File: config.mk
export PLATFORM = sky130hd
export DESIGN_NAME = tcp_payload_extractor_top
export DESIGN_NICKNAME = d
export VERILOG_FILES = /design/src/rtl/core/tpe_pkg.sv /design/src/rtl/core/tpe_front.sv /design/src/rtl/core/tpe_queue.sv /design/src/rtl/core/tpe_back.sv /design/src/rtl/core/tcp_payload_extractor_top.sv
export VERILOG_INCLUDE_DIRS = /design/src /design/src/rtl/core
export SDC_FILE = /design/constraint.sdc
export NUM_CORES = 1
export LEC_CHECK = 0
export BUFFER_PORTS_ARGS = -buffer_cell sky130_fd_sc_hd__buf_2
export CAP_MARGIN = 20
export CORE_MARGIN = 2
export CORE_UTILIZATION = 40
export DETAILED_ROUTE_END_ITERATION = 7
export PLACE_DENSITY = 0.67
export SLEW_MARGIN = 20
export SYNTH_ARGS = -nofsm -noshare
export SYNTH_HDL_FRONTEND = slang
export SYNTH_HIERARCHICAL = 1
export SYNTH_SLANG_ARGS = --single-unit
File: constraint.sdc
create_clock -name clk -period 7.2 [get_ports clk]
set_clock_uncertainty 0.1 [all_clocks]
set_input_delay 0.36 -clock clk [delete_from_list [all_inputs] [get_ports clk]]
set_output_delay 0.36 -clock clk [all_outputs]
set_load 0.03 [all_outputs]
File: src/rtl/core/tcp_payload_extractor_top_defines.svh
// assertion macros used by the extractor queue
`ifndef TCP_PAYLOAD_EXTRACTOR_TOP_DEFINES_SVH
`define TCP_PAYLOAD_EXTRACTOR_TOP_DEFINES_SVH

`ifndef SYNTHESIS
`define TPE_ASSERT(lbl, prop, msg) \
  lbl: assert property (@(posedge clk) disable iff (rst) prop) else $error(msg);
`define TPE_ASSERT_ALWAYS(lbl, prop, msg) \
  lbl: assert property (@(posedge clk) prop) else $error(msg);
`else
`define TPE_ASSERT(lbl, prop, msg)
`define TPE_ASSERT_ALWAYS(lbl, prop, msg)
`endif

`endif

File: src/rtl/core/tpe_pkg.sv
`default_nettype none

package tpe_pkg;

  localparam int IDX_W = 17;
  localparam int LEN_W = 18;
  localparam int HDR_W = 7;
  localparam int CFG_W = 16;
  localparam int S_DATA_W = 40;
  localparam int M_DATA_W = 96;

  localparam int DEFAULT_MAX_LENGTH_LIMIT = 65535;
  localparam int DEFAULT_QUEUE_DEPTH = 4;

  localparam logic [3:0] IP_V4 = 4'd4;
  localparam logic [3:0] IP_V6 = 4'd6;
  localparam logic [7:0] PROTO_TCP = 8'd6;
  localparam logic [IDX_W-1:0] V4_PROTO_POS = 17'd9;
  localparam logic [IDX_W-1:0] V6_NEXT_POS = 17'd6;
  localparam logic [HDR_W-1:0] MIN_HDR = 7'd20;
  localparam logic [HDR_W-1:0] V6_HDR = 7'd40;
  localparam logic [HDR_W-1:0] OFFSET_POS = 7'd12;
  localparam logic [LEN_W-1:0] MIN_PACKET = 18'd40;
  localparam logic [IDX_W-1:0] INDEX_MAX = 17'h1FFFF;
  localparam logic [CFG_W-1:0] MAX_LEN_RESET = 16'hFFFF;

  typedef enum logic [2:0] {
    VERDICT_PAYLOAD   = 3'd0,
    VERDICT_SHORT     = 3'd1,
    VERDICT_NOT_IP    = 3'd2,
    VERDICT_NOT_TCP   = 3'd3,
    VERDICT_BAD_HDR   = 3'd4,
    VERDICT_EMPTY     = 3'd5,
    VERDICT_TOO_LONG  = 3'd6
  } verdict_t;

  typedef struct packed {
    logic [7:0]       data_byte;
    logic             in_payload;
    logic             last_byte;
    logic [LEN_W-1:0] length;
    logic             version_ok;
    logic             is_tcp;
    logic [HDR_W-1:0] hdr_bytes;
    logic             offset_known;
    logic [HDR_W-1:0] payload_start;
    logic [31:0]      capture_time;
  } tpe_entry_t;

endpackage

`default_nettype wire

File: src/rtl/core/tpe_front.sv
`default_nettype none

module tpe_front import tpe_pkg::*; (
  input  wire logic                clk,
  input  wire logic                rst,
  input  wire logic                s_tvalid,
  output logic                     s_tready,
  input  wire logic [S_DATA_W-1:0] s_tdata,   // data_byte, capture_time
  input  wire logic                s_tlast,
  input  wire logic                q_full,
  output logic                     q_push,
  output tpe_entry_t               q_entry
);

  logic [IDX_W-1:0] byte_index;
  logic [3:0]       ip_version;
  logic [3:0]       ip_header_words;
  logic             is_tcp;
  logic [HDR_W-1:0] payload_start;
  logic             offset_known;
  logic [31:0]      latched_time;

  logic [7:0]       b;
  logic             first;
  logic [3:0]       ver_c;
  logic [3:0]       ihl_c;
  logic [31:0]      time_c;
  logic             tcp_c;
  logic [HDR_W-1:0] hdr_c;
  logic [HDR_W-1:0] ps_c;
  logic             ok_c;
  logic             inpay_c;

  assign s_tready = !q_full;
  assign q_push   = s_tvalid && s_tready;
  assign b        = s_tdata[7:0];
  assign first    = (byte_index == '0);

  always_comb begin
    ver_c  = first ? b[7:4] : ip_version;
    ihl_c  = first ? b[3:0] : ip_header_words;
    time_c = first ? s_tdata[39:8] : latched_time;

    tcp_c = is_tcp;
    if ((ver_c == IP_V4 && byte_index == V4_PROTO_POS) ||
        (ver_c == IP_V6 && byte_index == V6_NEXT_POS)) begin
      tcp_c = (b == PROTO_TCP);
    end

    hdr_c = '0;
    if (ver_c == IP_V4) begin
      hdr_c = {1'b0, ihl_c, 2'b00};
      if (hdr_c < MIN_HDR) begin
        hdr_c = '0;
      end
    end else if (ver_c == IP_V6) begin
      hdr_c = V6_HDR;
    end

    ps_c = payload_start;
    ok_c = offset_known;
    if (hdr_c != '0 && byte_index == IDX_W'(hdr_c) + IDX_W'(OFFSET_POS)) begin
      ps_c = hdr_c + {1'b0, b[7:4], 2'b00};
      ok_c = 1'b1;
    end

    inpay_c = ok_c && tcp_c && (byte_index >= IDX_W'(ps_c));
  end

  always_comb begin
    q_entry.data_byte     = b;
    q_entry.in_payload    = inpay_c;
    q_entry.last_byte     = s_tlast;
    q_entry.length        = LEN_W'(byte_index) + LEN_W'(1);
    q_entry.version_ok    = (ver_c == IP_V4) || (ver_c == IP_V6);
    q_entry.is_tcp        = tcp_c;
    q_entry.hdr_bytes     = hdr_c;
    q_entry.offset_known  = ok_c;
    q_entry.payload_start = ps_c;
    q_entry.capture_time  = time_c;
  end

  always_ff @(posedge clk) begin
    if (rst) begin
      byte_index      <= '0;
      ip_version      <= '0;
      ip_header_words <= '0;
      is_tcp          <= 1'b0;
      payload_start   <= '0;
      offset_known    <= 1'b0;
      latched_time    <= '0;
    end else if (q_push) begin
      latched_time <= time_c;
      if (s_tlast) begin
        byte_index      <= '0;
        ip_version      <= '0;
        ip_header_words <= '0;
        is_tcp          <= 1'b0;
        payload_start   <= '0;
        offset_known    <= 1'b0;
      end else begin
        byte_index      <= (byte_index < INDEX_MAX) ? byte_index + IDX_W'(1) : INDEX_MAX;
        ip_version      <= ver_c;
        ip_header_words <= ihl_c;
        is_tcp          <= tcp_c;
        payload_start   <= ps_c;
        offset_known    <= ok_c;
      end
    end
  end

endmodule

`default_nettype wire

File: src/rtl/core/tpe_queue.sv
`default_nettype none

`include "tcp_payload_extractor_top_defines.svh"

module tpe_queue import tpe_pkg::*; #(
  parameter int DEPTH = DEFAULT_QUEUE_DEPTH
) (
  input  wire logic       clk,
  input  wire logic       rst,
  input  wire logic       push,
  input  wire tpe_entry_t wr_entry,
  output logic            full,
  input  wire logic       pop,
  output logic            not_empty,
  output tpe_entry_t      rd_entry
);

  localparam int PTR_W = (DEPTH > 1) ? $clog2(DEPTH) : 1;
  localparam int CNT_W = $clog2(DEPTH + 1);

  tpe_entry_t       entries [DEPTH];
  logic [PTR_W-1:0] wr_ptr;
  logic [PTR_W-1:0] rd_ptr;
  logic [CNT_W-1:0] count;

  assign full      = (count == CNT_W'(DEPTH));
  assign not_empty = (count != '0);
  assign rd_entry  = entries[rd_ptr];

  always_ff @(posedge clk) begin
    if (push) begin
      entries[wr_ptr] <= wr_entry;
    end
  end

  always_ff @(posedge clk) begin
    if (rst) begin
      wr_ptr <= '0;
      rd_ptr <= '0;
      count  <= '0;
    end else begin
      if (push) begin
        wr_ptr <= (wr_ptr == PTR_W'(DEPTH - 1)) ? '0 : wr_ptr + PTR_W'(1);
      end
      if (pop) begin
        rd_ptr <= (rd_ptr == PTR_W'(DEPTH - 1)) ? '0 : rd_ptr + PTR_W'(1);
      end
      if (push && !pop) begin
        count <= count + CNT_W'(1);
      end else if (pop && !push) begin
        count <= count - CNT_W'(1);
      end
    end
  end

  `TPE_ASSERT(a_no_overflow, push |-> !full, "request written into a full queue")
  `TPE_ASSERT(a_no_underflow, pop |-> not_empty, "request taken from an empty queue")
  `TPE_ASSERT(a_count_up, (push && !pop) |=> count == $past(count) + CNT_W'(1), "queue count lost a write")
  `TPE_ASSERT_ALWAYS(a_reset_empty, rst |=> count == '0, "queue not empty after reset")

endmodule

`default_nettype wire

File: src/rtl/core/tpe_back.sv
`default_nettype none

module tpe_back import tpe_pkg::*; #(
  parameter int MAX_LENGTH_LIMIT = DEFAULT_MAX_LENGTH_LIMIT
) (
  input  wire logic                clk,
  input  wire logic                rst,
  input  wire logic                cfg_we,
  input  wire logic [CFG_W-1:0]    cfg_wdata,
  input  wire logic                q_valid,
  input  wire tpe_entry_t          q_entry,
  output logic                     q_pop,
  output logic                     m_tvalid,
  input  wire logic                m_tready,
  output logic [M_DATA_W-1:0]      m_tdata,
  output logic                     m_tlast,
  output logic                     m_tuser
);

  logic [CFG_W-1:0] max_packet_length;
  logic [31:0]      packet_counter;

  logic [7:0]       byte_out;
  logic             in_payload;
  logic             end_of_packet;
  verdict_t         verdict;
  logic [15:0]      payload_length;
  logic [31:0]      packet_number;
  logic [31:0]      time_out;

  logic [CFG_W-1:0] limit;
  logic             too_long;
  logic             hdr_bad;
  verdict_t         verdict_next;
  logic [15:0]      payload_length_next;
  logic [LEN_W-1:0] len;

  assign q_pop = q_valid && (!m_tvalid || m_tready);
  assign len   = q_entry.length;

  always_comb begin
    limit = (max_packet_length > CFG_W'(MAX_LENGTH_LIMIT)) ?
            CFG_W'(MAX_LENGTH_LIMIT) : max_packet_length;
    too_long = len > LEN_W'(limit);
    hdr_bad  = (q_entry.hdr_bytes == '0) ||
               (LEN_W'(q_entry.hdr_bytes) > len) ||
               (LEN_W'(q_entry.hdr_bytes) + LEN_W'(MIN_HDR) > len) ||
               !q_entry.offset_known ||
               (LEN_W'(q_entry.payload_start) > len);

    verdict_next        = VERDICT_PAYLOAD;
    payload_length_next = '0;
    if (q_entry.last_byte) begin
      priority if (len < MIN_PACKET) begin
        verdict_next = VERDICT_SHORT;
      end else if (!q_entry.version_ok) begin
        verdict_next = VERDICT_NOT_IP;
      end else if (!q_entry.is_tcp) begin
        verdict_next = VERDICT_NOT_TCP;
      end else if (hdr_bad) begin
        verdict_next = VERDICT_BAD_HDR;
      end else if (LEN_W'(q_entry.payload_start) == len) begin
        verdict_next = VERDICT_EMPTY;
      end else if (too_long) begin
        verdict_next = VERDICT_TOO_LONG;
      end else begin
        verdict_next        = VERDICT_PAYLOAD;
        payload_length_next = 16'(len - LEN_W'(q_entry.payload_start));
      end
    end
  end

  always_ff @(posedge clk) begin
    if (rst) begin
      max_packet_length <= MAX_LEN_RESET;
    end else if (cfg_we) begin
      max_packet_length <= cfg_wdata;
    end
  end

  always_ff @(posedge clk) begin
    if (rst) begin
      m_tvalid       <= 1'b0;
      packet_counter <= '0;
    end else begin
      if (q_pop) begin
        m_tvalid <= 1'b1;
      end else if (m_tready) begin
        m_tvalid <= 1'b0;
      end
      if (q_pop && q_entry.last_byte && !too_long) begin
        packet_counter <= packet_counter + 32'd1;
      end
    end
  end

  always_ff @(posedge clk) begin
    if (q_pop) begin
      byte_out       <= q_entry.data_byte;
      in_payload     <= q_entry.in_payload;
      end_of_packet  <= q_entry.last_byte;
      verdict        <= verdict_next;
      payload_length <= payload_length_next;
      packet_number  <= packet_counter;
      time_out       <= q_entry.capture_time;
    end
  end

  assign m_tdata = {5'd0, time_out, packet_number, payload_length, verdict, byte_out};
  assign m_tlast = end_of_packet;
  assign m_tuser = in_payload;

endmodule

`default_nettype wire

File: src/rtl/core/tcp_payload_extractor_top.sv
// Extracts the TCP payload position from raw IPv4 / IPv6 packets, one byte per request.
// Input stream s_*: one packet byte per request, tlast on the final byte; the capture
// timestamp in tdata is sampled on the first byte of each packet.
// Output stream m_*: one request per input byte, in order. tuser flags bytes at or past
// the TCP payload start; tlast marks the last byte, which carries the verdict, the payload
// length and the packet number. Bytes before the last carry verdict and length of zero.
// Config: cfg_we writes cfg_wdata into the maximum packet length (reset 65535); the limit
// in force is the smaller of that and MAX_LENGTH_LIMIT. Write only while idle.
// Throughput: one byte per cycle sustained while the receiver keeps m_tready high. Each
// accepted byte goes from the front classifier into the short queue, then through the
// verdict stage into the output register.
// The front keeps accepting while the queue has room, so a stalled receiver is absorbed by
// QUEUE_DEPTH entries plus the output register before s_tready drops; nothing is lost.
// Reset (rst, synchronous) empties the queue and output, clears the per-packet state and the
// packet counter, and restores the length register to 65535.
`default_nettype none

module tcp_payload_extractor_top import tpe_pkg::*; #(
  parameter int MAX_LENGTH_LIMIT = DEFAULT_MAX_LENGTH_LIMIT,
  parameter int QUEUE_DEPTH      = DEFAULT_QUEUE_DEPTH
) (
  input  wire logic                clk,
  input  wire logic                rst,
  input  wire logic                cfg_we,
  input  wire logic [CFG_W-1:0]    cfg_wdata,
  input  wire logic                s_tvalid,
  output logic                     s_tready,
  input  wire logic [S_DATA_W-1:0] s_tdata,   // data_byte, capture_time
  input  wire logic                s_tlast,
  output logic                     m_tvalid,
  input  wire logic                m_tready,
  output logic [M_DATA_W-1:0]      m_tdata,   // byte_out, verdict, payload_length,
                                              // packet_number, time_out, zero fill
  output logic                     m_tlast,
  output logic                     m_tuser    // in_payload
);

  logic       q_push;
  logic       q_full;
  logic       q_pop;
  logic       q_valid;
  tpe_entry_t wr_entry;
  tpe_entry_t rd_entry;

  tpe_front u_front (
    .clk      (clk),
    .rst      (rst),
    .s_tvalid (s_tvalid),
    .s_tready (s_tready),
    .s_tdata  (s_tdata),
    .s_tlast  (s_tlast),
    .q_full   (q_full),
    .q_push   (q_push),
    .q_entry  (wr_entry)
  );

  tpe_queue #(
    .DEPTH (QUEUE_DEPTH)
  ) u_queue (
    .clk       (clk),
    .rst       (rst),
    .push      (q_push),
    .wr_entry  (wr_entry),
    .full      (q_full),
    .pop       (q_pop),
    .not_empty (q_valid),
    .rd_entry  (rd_entry)
  );

  tpe_back #(
    .MAX_LENGTH_LIMIT (MAX_LENGTH_LIMIT)
  ) u_back (
    .clk       (clk),
    .rst       (rst),
    .cfg_we    (cfg_we),
    .cfg_wdata (cfg_wdata),
    .q_valid   (q_valid),
    .q_entry   (rd_entry),
    .q_pop     (q_pop),
    .m_tvalid  (m_tvalid),
    .m_tready  (m_tready),
    .m_tdata   (m_tdata),
    .m_tlast   (m_tlast),
    .m_tuser   (m_tuser)
  );

endmodule

`default_nettype wire

After elaboration in Yosys (flattened, before gate mapping)
Memories as Yosys holds them, arrays and structs flattened. A register that Yosys moved wholly into a read port is not among the register bits.
Cells that the tools add are included.
{"block": "totals", "regBits": 215, "latch_bits": 0, "mem_bits_rw": 308, "rom_bits": 0, "output_inout_bits": 100, "memories": 1}
{"name": "u_queue.entries", "words": 4, "word_bits": 77, "rd": 1, "rd_ports_with_merged_regs": 1, "write_ports": 1, "line_no": "tpe_queue.sv:21", "rtl": "tpe_entry_t entries [DEPTH];"}
{"block": "classes", "add_sub_neg": 11, "multipliers": 0, "div_mod_pow": 0, "magnitude_cmp": 9, "eq_ne": 10, "shifts": 0, "muxes": 33, "n_bitwise": 3, "n_reduce_logical": 33}
{"cell": "7-bit by 18-bit > comparator with 1-bit output", "n": 2}
{"cell": "17-bit two-way mux", "n": 2}
{"cell": "32-bit by 1-bit adder with 32-bit output (second input constant)", "n": 1}
{"cell": "32-bit two-way mux", "n": 1}
{"cell": "7-bit two-way mux", "n": 3}
{"cell": "17-bit by 1-bit adder with 18-bit output (second input constant)", "n": 1}
{"cell": "7-bit by 18-bit == test with 1-bit output", "n": 1}
{"cell": "18-bit by 16-bit > comparator with 1-bit output", "n": 1}
{"cell": "8-bit by 18-bit > comparator with 1-bit output", "n": 1}
{"cell": "18-bit by 6-bit < comparator with 1-bit output (second input constant)", "n": 1}
{"cell": "17-bit by 1-bit adder with 17-bit output (second input constant)", "n": 1}
{"cell": "17-bit == test", "n": 1}
{"cell": "17-bit by 3-bit == test with 1-bit output (second input constant)", "n": 1}
{"cell": "17-bit by 4-bit == test with 1-bit output (second input constant)", "n": 1}
{"cell": "17-bit by 7-bit greater-or-equal comparator with 1-bit output", "n": 1}
{"cell": "17-bit logical NOT", "n": 1}
{"cell": "17-bit < comparator (second input constant)", "n": 1}
{"cell": "16-bit > comparator (second input constant)", "n": 1}
{"cell": "16-bit two-way mux", "n": 1}
{"cell": "4-bit two-way mux", "n": 4}
{"cell": "16-bit by 7-bit subtractor with 16-bit output", "n": 1}
{"cell": "3-bit two-way mux", "n": 5}
{"cell": "2-bit two-way mux", "n": 6}
{"cell": "6-bit two-way mux", "n": 2}
{"cell": "23 further kinds", "n": 58}

Logic depth before layout (Yosys ltp)
{"block": "logic_depth", "word_depth": 11, "mapped_depth": 26, "mapped_depth_nobuf": 23}

By module
Netlist, hierarchy kept.
{"module": "tpe_queue", "n_inst": 1, "cells_each": 447, "area_per_inst_um2": 11576.1, "seq_area_each_um2": 9429.0}
{"module": "tpe_back", "n_inst": 1, "cells_each": 620, "area_per_inst_um2": 7021.7, "seq_area_each_um2": 3773.6}
{"module": "tpe_front", "n_inst": 1, "cells_each": 521, "area_per_inst_um2": 4162.7, "seq_area_each_um2": 1321.3}

Least setup slack after synthesis
Ideal clock, no wire load.
{"block": "synth_timing", "path_kind": "flip-flop to flip-flop", "from": "register u_front.byte_index[0]", "to": "memory u_queue/entries[0][68] (netlist name), data pin", "arrival_ps": 5525, "required_ps": 6846, "setup_slack_ps": 1321, "path_stages_with_launch": 26, "path_buffers": 4, "period_less_slack_ps": 5879, "cell_sequence": "dfxtp_1 -> inv_1 -> ha_1 -> or4b_1 -> nor4_4 -> clkbuf_1 -> buf_1 -> or3b_2 -> nand3_1 -> ha_1 -> or3_1 -> a221oi_2 -> o221ai_2 -> clkbuf_1 -> mux2_1 -> inv_1 -> ha_1 -> nand3_1 -> o41ai_1 -> a31o_2 -> a21o_1 -> a31oi_1 -> nand2_1 -> o221ai_1 -> a21oi_1 -> buf_4"}
{"element": "start, declared", "line_no": "tpe_front.sv:15", "rtl": "logic [IDX_W-1:0] byte_index;"}
{"element": "start signal, assigned", "line_no": "tpe_front.sv:102", "rtl": "byte_index <= (byte_index < INDEX_MAX) ? byte_index + IDX_W'(1) : INDEX_MAX;"}
{"element": "end, declared", "line_no": "tpe_queue.sv:21"}

==> flow_summary.ini <==
[sta]
fin_tns_setup_ns = 0
worstMarginPinSlew_ns = 1.09
setup_viol = 0
slew_viol_final = 0
fmax_mhz = 159
hold_viol = 0
min_period_ns = 6.29
rsz0062_at_grt = false
period_share_pct = 87.4
slew_headroom_pct = 27.6
worst_hold_slack_ns = 0.0444

[synthesis]
yosys.cell_types.count = 81
syn-cell-area_sq_mm = 0.0228
ys_seq_area_share_pct = 63.8
ys.flop_type = edfxtp_1
synth-edff-count = 401
ys_ff_latch = 525
synth_top_area_share_pct = 52.9
synthCells = 1588
synth_top_cells_by_area = edfxtp_1 53%, dfxtp_1 11%, mux4_2 7.6%, ha_1 3.7%, mux2_2 2.6%
syn_avg_cell_area_sq_um = 14.3
synth_top_cell_by_area = edfxtp_1
async_flop_share_pct = 0
ys_warn_count = 6

[worst_setup_path]
cp_data_required_time_ns = 7.36
r2r_setup_slack_ns = 0.91
cp-end-kind = flop
start_kind = flop
critPathMaxFanout = 24
r2r-start = u_front/byte_index[0]$_SDFFE_PP0P_
crit_path_end = u_queue/entries[0][68]$_DFFE_PP_
ff2ff_path_depth = 22
cp.arrival_ns = 6.45
reg2reg_to = u_queue/entries[0][68]$_DFFE_PP_
startpoint = u_front/byte_index[0]$_SDFFE_PP0P_
path_class = flop to flop

[detailed_routing]
wl_met2_um = 23900
num_vias = 13700
drtIter0Drc = 958
met1_length_um = 22200
viasPerCell = 5.39
drt-pass1-iter-count = 6
drt-total-wl_um = 50100
wl_per_cell_um = 19.7
wl_met3_um = 2970
postRouteAntennaNets = 0
drc_errors = 0
dr.max_layer_used = met5

[placement]
portBuffers = 156
dp_hpwl_um = 31200
gp_congestion = 0.853

[power]
leakage_nw = 9.36
total_power_mw = 9.84
power_density_mw_per_mm2 = 378
ir_drop_uv = 196

[grt]
grt_pass1_wl_um = 77200
grt_pass1_vias = 13600
grt_overflow_total = 0
grt_start_max_net_pins = 73
antenna_found_initial = 2
grtUsageTotal_pct = 16.8

[cts]
cts_max_path_buffers = 3
cts.htree.levels = 2
clock_latency_ns = 0.60
cts_made_buffers = 52
cts_setup_buffers = 0
clk_pin_slew_ns = 0.06
cts_root_buf = clkbuf_16
cts_sinks = 525
cts_tree = done

[worst_hold_path]
hold_path_class = primary input to flop
hold_depth = 2

[final_layout]
drive_gt1_share_pct = 23.5
fillers = 4969
layout.nets = 1874
area_growth_pct = 14.2

[floorplanning]
start_util_pct = 40.4
die_h_um = 243
boundaryPins = 162
num_rows = 87
die_w_um = 243
core_sq_mm = 0.0563
die-area_sq_mm = 0.0588

[job]
drv_cap = 0

[status]
outcome = complete, no violations
==> area by class of cell <==
| cell class | instances | area [sq um] | area share (%) |
|---|---|---|---|
| diodes | 1 | 2.50 | 0.00962 |
| inverters | 62 | 233 | 0.895 |
| repair buffers | 197 | 1160 | 4.46 |
| flip-flops and latches | 525 | 14500 | 55.9 |
| well taps | 756 | 946 | 3.64 |
| multi-input cells | 903 | 7450 | 28.7 |
| clock inverters | 28 | 272 | 1.04 |
| clock buffers | 69 | 1410 | 5.40 |
==> critical path, stage by stage (launching register included) <==
cell	delay [ns]
dfxtp_1	0.37
inv_1	0.22
ha_1	0.26
or4b_1	0.52
nor4_4	0.41
nand2_1	0.08
o21ai_0	0.26
nand3_1	0.25
ha_1	0.30
or3_1	0.41
a221oi_2	0.29
o221ai_2	0.43
mux2_1	0.54
inv_1	0.09
ha_1	0.22
nand3_1	0.11
o41ai_1	0.07
a31o_2	0.25
a21o_1	0.18
a31oi_1	0.22
nand2_1	0.08
o221ai_1	0.16
a21oi_1	0.12
==> cell usage after synthesis, drive strengths merged, types with 11 or more instances <==
cell,count
edfxtp,401
dfxtp,124
nand2,113
nor2,89
a21oi,83
mux4,77
ha,68
inv,61
mux2,56
clkbuf,54
buf,50
nand3,40
o21ai,25
nor2b,24
o211ai,23
nand4,21
xnor2,16
or2,14
nor3,13
nor4,13
or4,13
a22oi,12
a31oi,12
o31ai,11
o41ai,11
xor2,11
==> what timing repair did <==
item / CTS / global route
hold buffers: 27 / 0
resized for setup: 0 / 0
endpoints found under the hold margin: 60 / 0
==> power by group <==
| group | switching [mW] | internal, mW |
|---|---|---|
| Clock | 1.13 | 1.52 |
| Sequential | 0.257 | 3.87 |
| Combinational | 1.98 | 1.08 |
==> worst min-delay path by stage <==
stage                                                 startpoint                               endpoint  slack, ns
after global placement      u_front/latched_time[4]$_SDFFE_PP0P_   u_front/latched_time[4]$_SDFFE_PP0P_       0.34
after global routing                                 s_tdata[25]       u_queue/entries[2][17]$_DFFE_PP_       0.01
final                                                s_tdata[25]       u_queue/entries[1][17]$_DFFE_PP_       0.04
after detailed placement   u_front/latched_time[21]$_SDFFE_PP0P_  u_front/latched_time[21]$_SDFFE_PP0P_       0.35
after floorplan           u_back/packet_counter[31]$_SDFFE_PP0P_     u_back/packet_number[31]$_DFFE_PP_       0.32
after CTS                                            s_tdata[10]        u_queue/entries[3][2]$_DFFE_PP_      0.001
==> layout by cell type, fill, tap and decap left out, drive strengths merged, types with 12 or more instances in the layout <==
master / synthesis / final
mux4: 77 / 77
or2: 14 / 14
nor4: 13 / 13
o21ai: 25 / 25
clkbuf: 54 / 69
a21oi: 83 / 83
a31oi: 12 / 12
a22oi: 12 / 12
dlygate4sd3: 0 / 27
xnor2: 16 / 16
edfxtp: 401 / 401
nand3: 40 / 40
dfxtp: 124 / 124
buf: 50 / 170
clkinv: 1 / 20
ha: 68 / 68
nor3: 13 / 13
inv: 61 / 62
nand2: 113 / 113
mux2: 56 / 56
or4: 13 / 13
nand4: 21 / 21
nor2b: 24 / 24
nor2: 89 / 89
o211ai: 23 / 23
==> registers in the layout, summed over array words and instances, names as in the netlist, 2 cells and up, named ones only <==
register / cells
u_front/payload_start: 7
u_queue/entries: 308
u_back/time_out: 32
u_back/packet_counter: 32
u_back/payload_length: 16
u_queue/count: 3
u_front/ip_header_words: 4
u_back/verdict: 3
u_back/packet_number: 32
u_back/byte_out: 8
u_back/max_packet_length: 16
u_queue/rd_ptr: 2
u_front/latched_time: 32
u_front/byte_index: 17
u_front/ip_version: 4
u_queue/wr_ptr: 2
==> cells by family after synthesis <==
kind of cell             Yosys count  share of synthesized area, %
other                              2                        0.0330
XOR/XNOR                          27                          1.04
AND/OR/NAND/NOR                  407                          9.28
flip-flops                       525                          63.8
AO/OA/AOI/OAI                    248                          7.43
adder cells (fa/ha/maj)           71                          4.00
buffers and inverters            166                          3.62
multiplexers                     142                          10.8
==> through the flow <==
stage               util [%]  cells  setup WS (ns)  area (sq um)
floorplan                  -   1594           1.32         22800
global placement        42.7   2416           1.18         24100
detailed placement      42.7   2416          0.945         24100
CTS                     46.2   2540          0.923         26000
global route            46.2   2541          0.500         26000
finish                  46.2   2541          0.907         26000
==> metal layers <==
metal  GRT usage (%)  up-vias
li1                -     6371
met1            22.7     6849
met2            27.6      396
met3            3.38       82
met4            4.34        2
met5               0        -
Note: power is estimated with default switching activity, not from simulation.
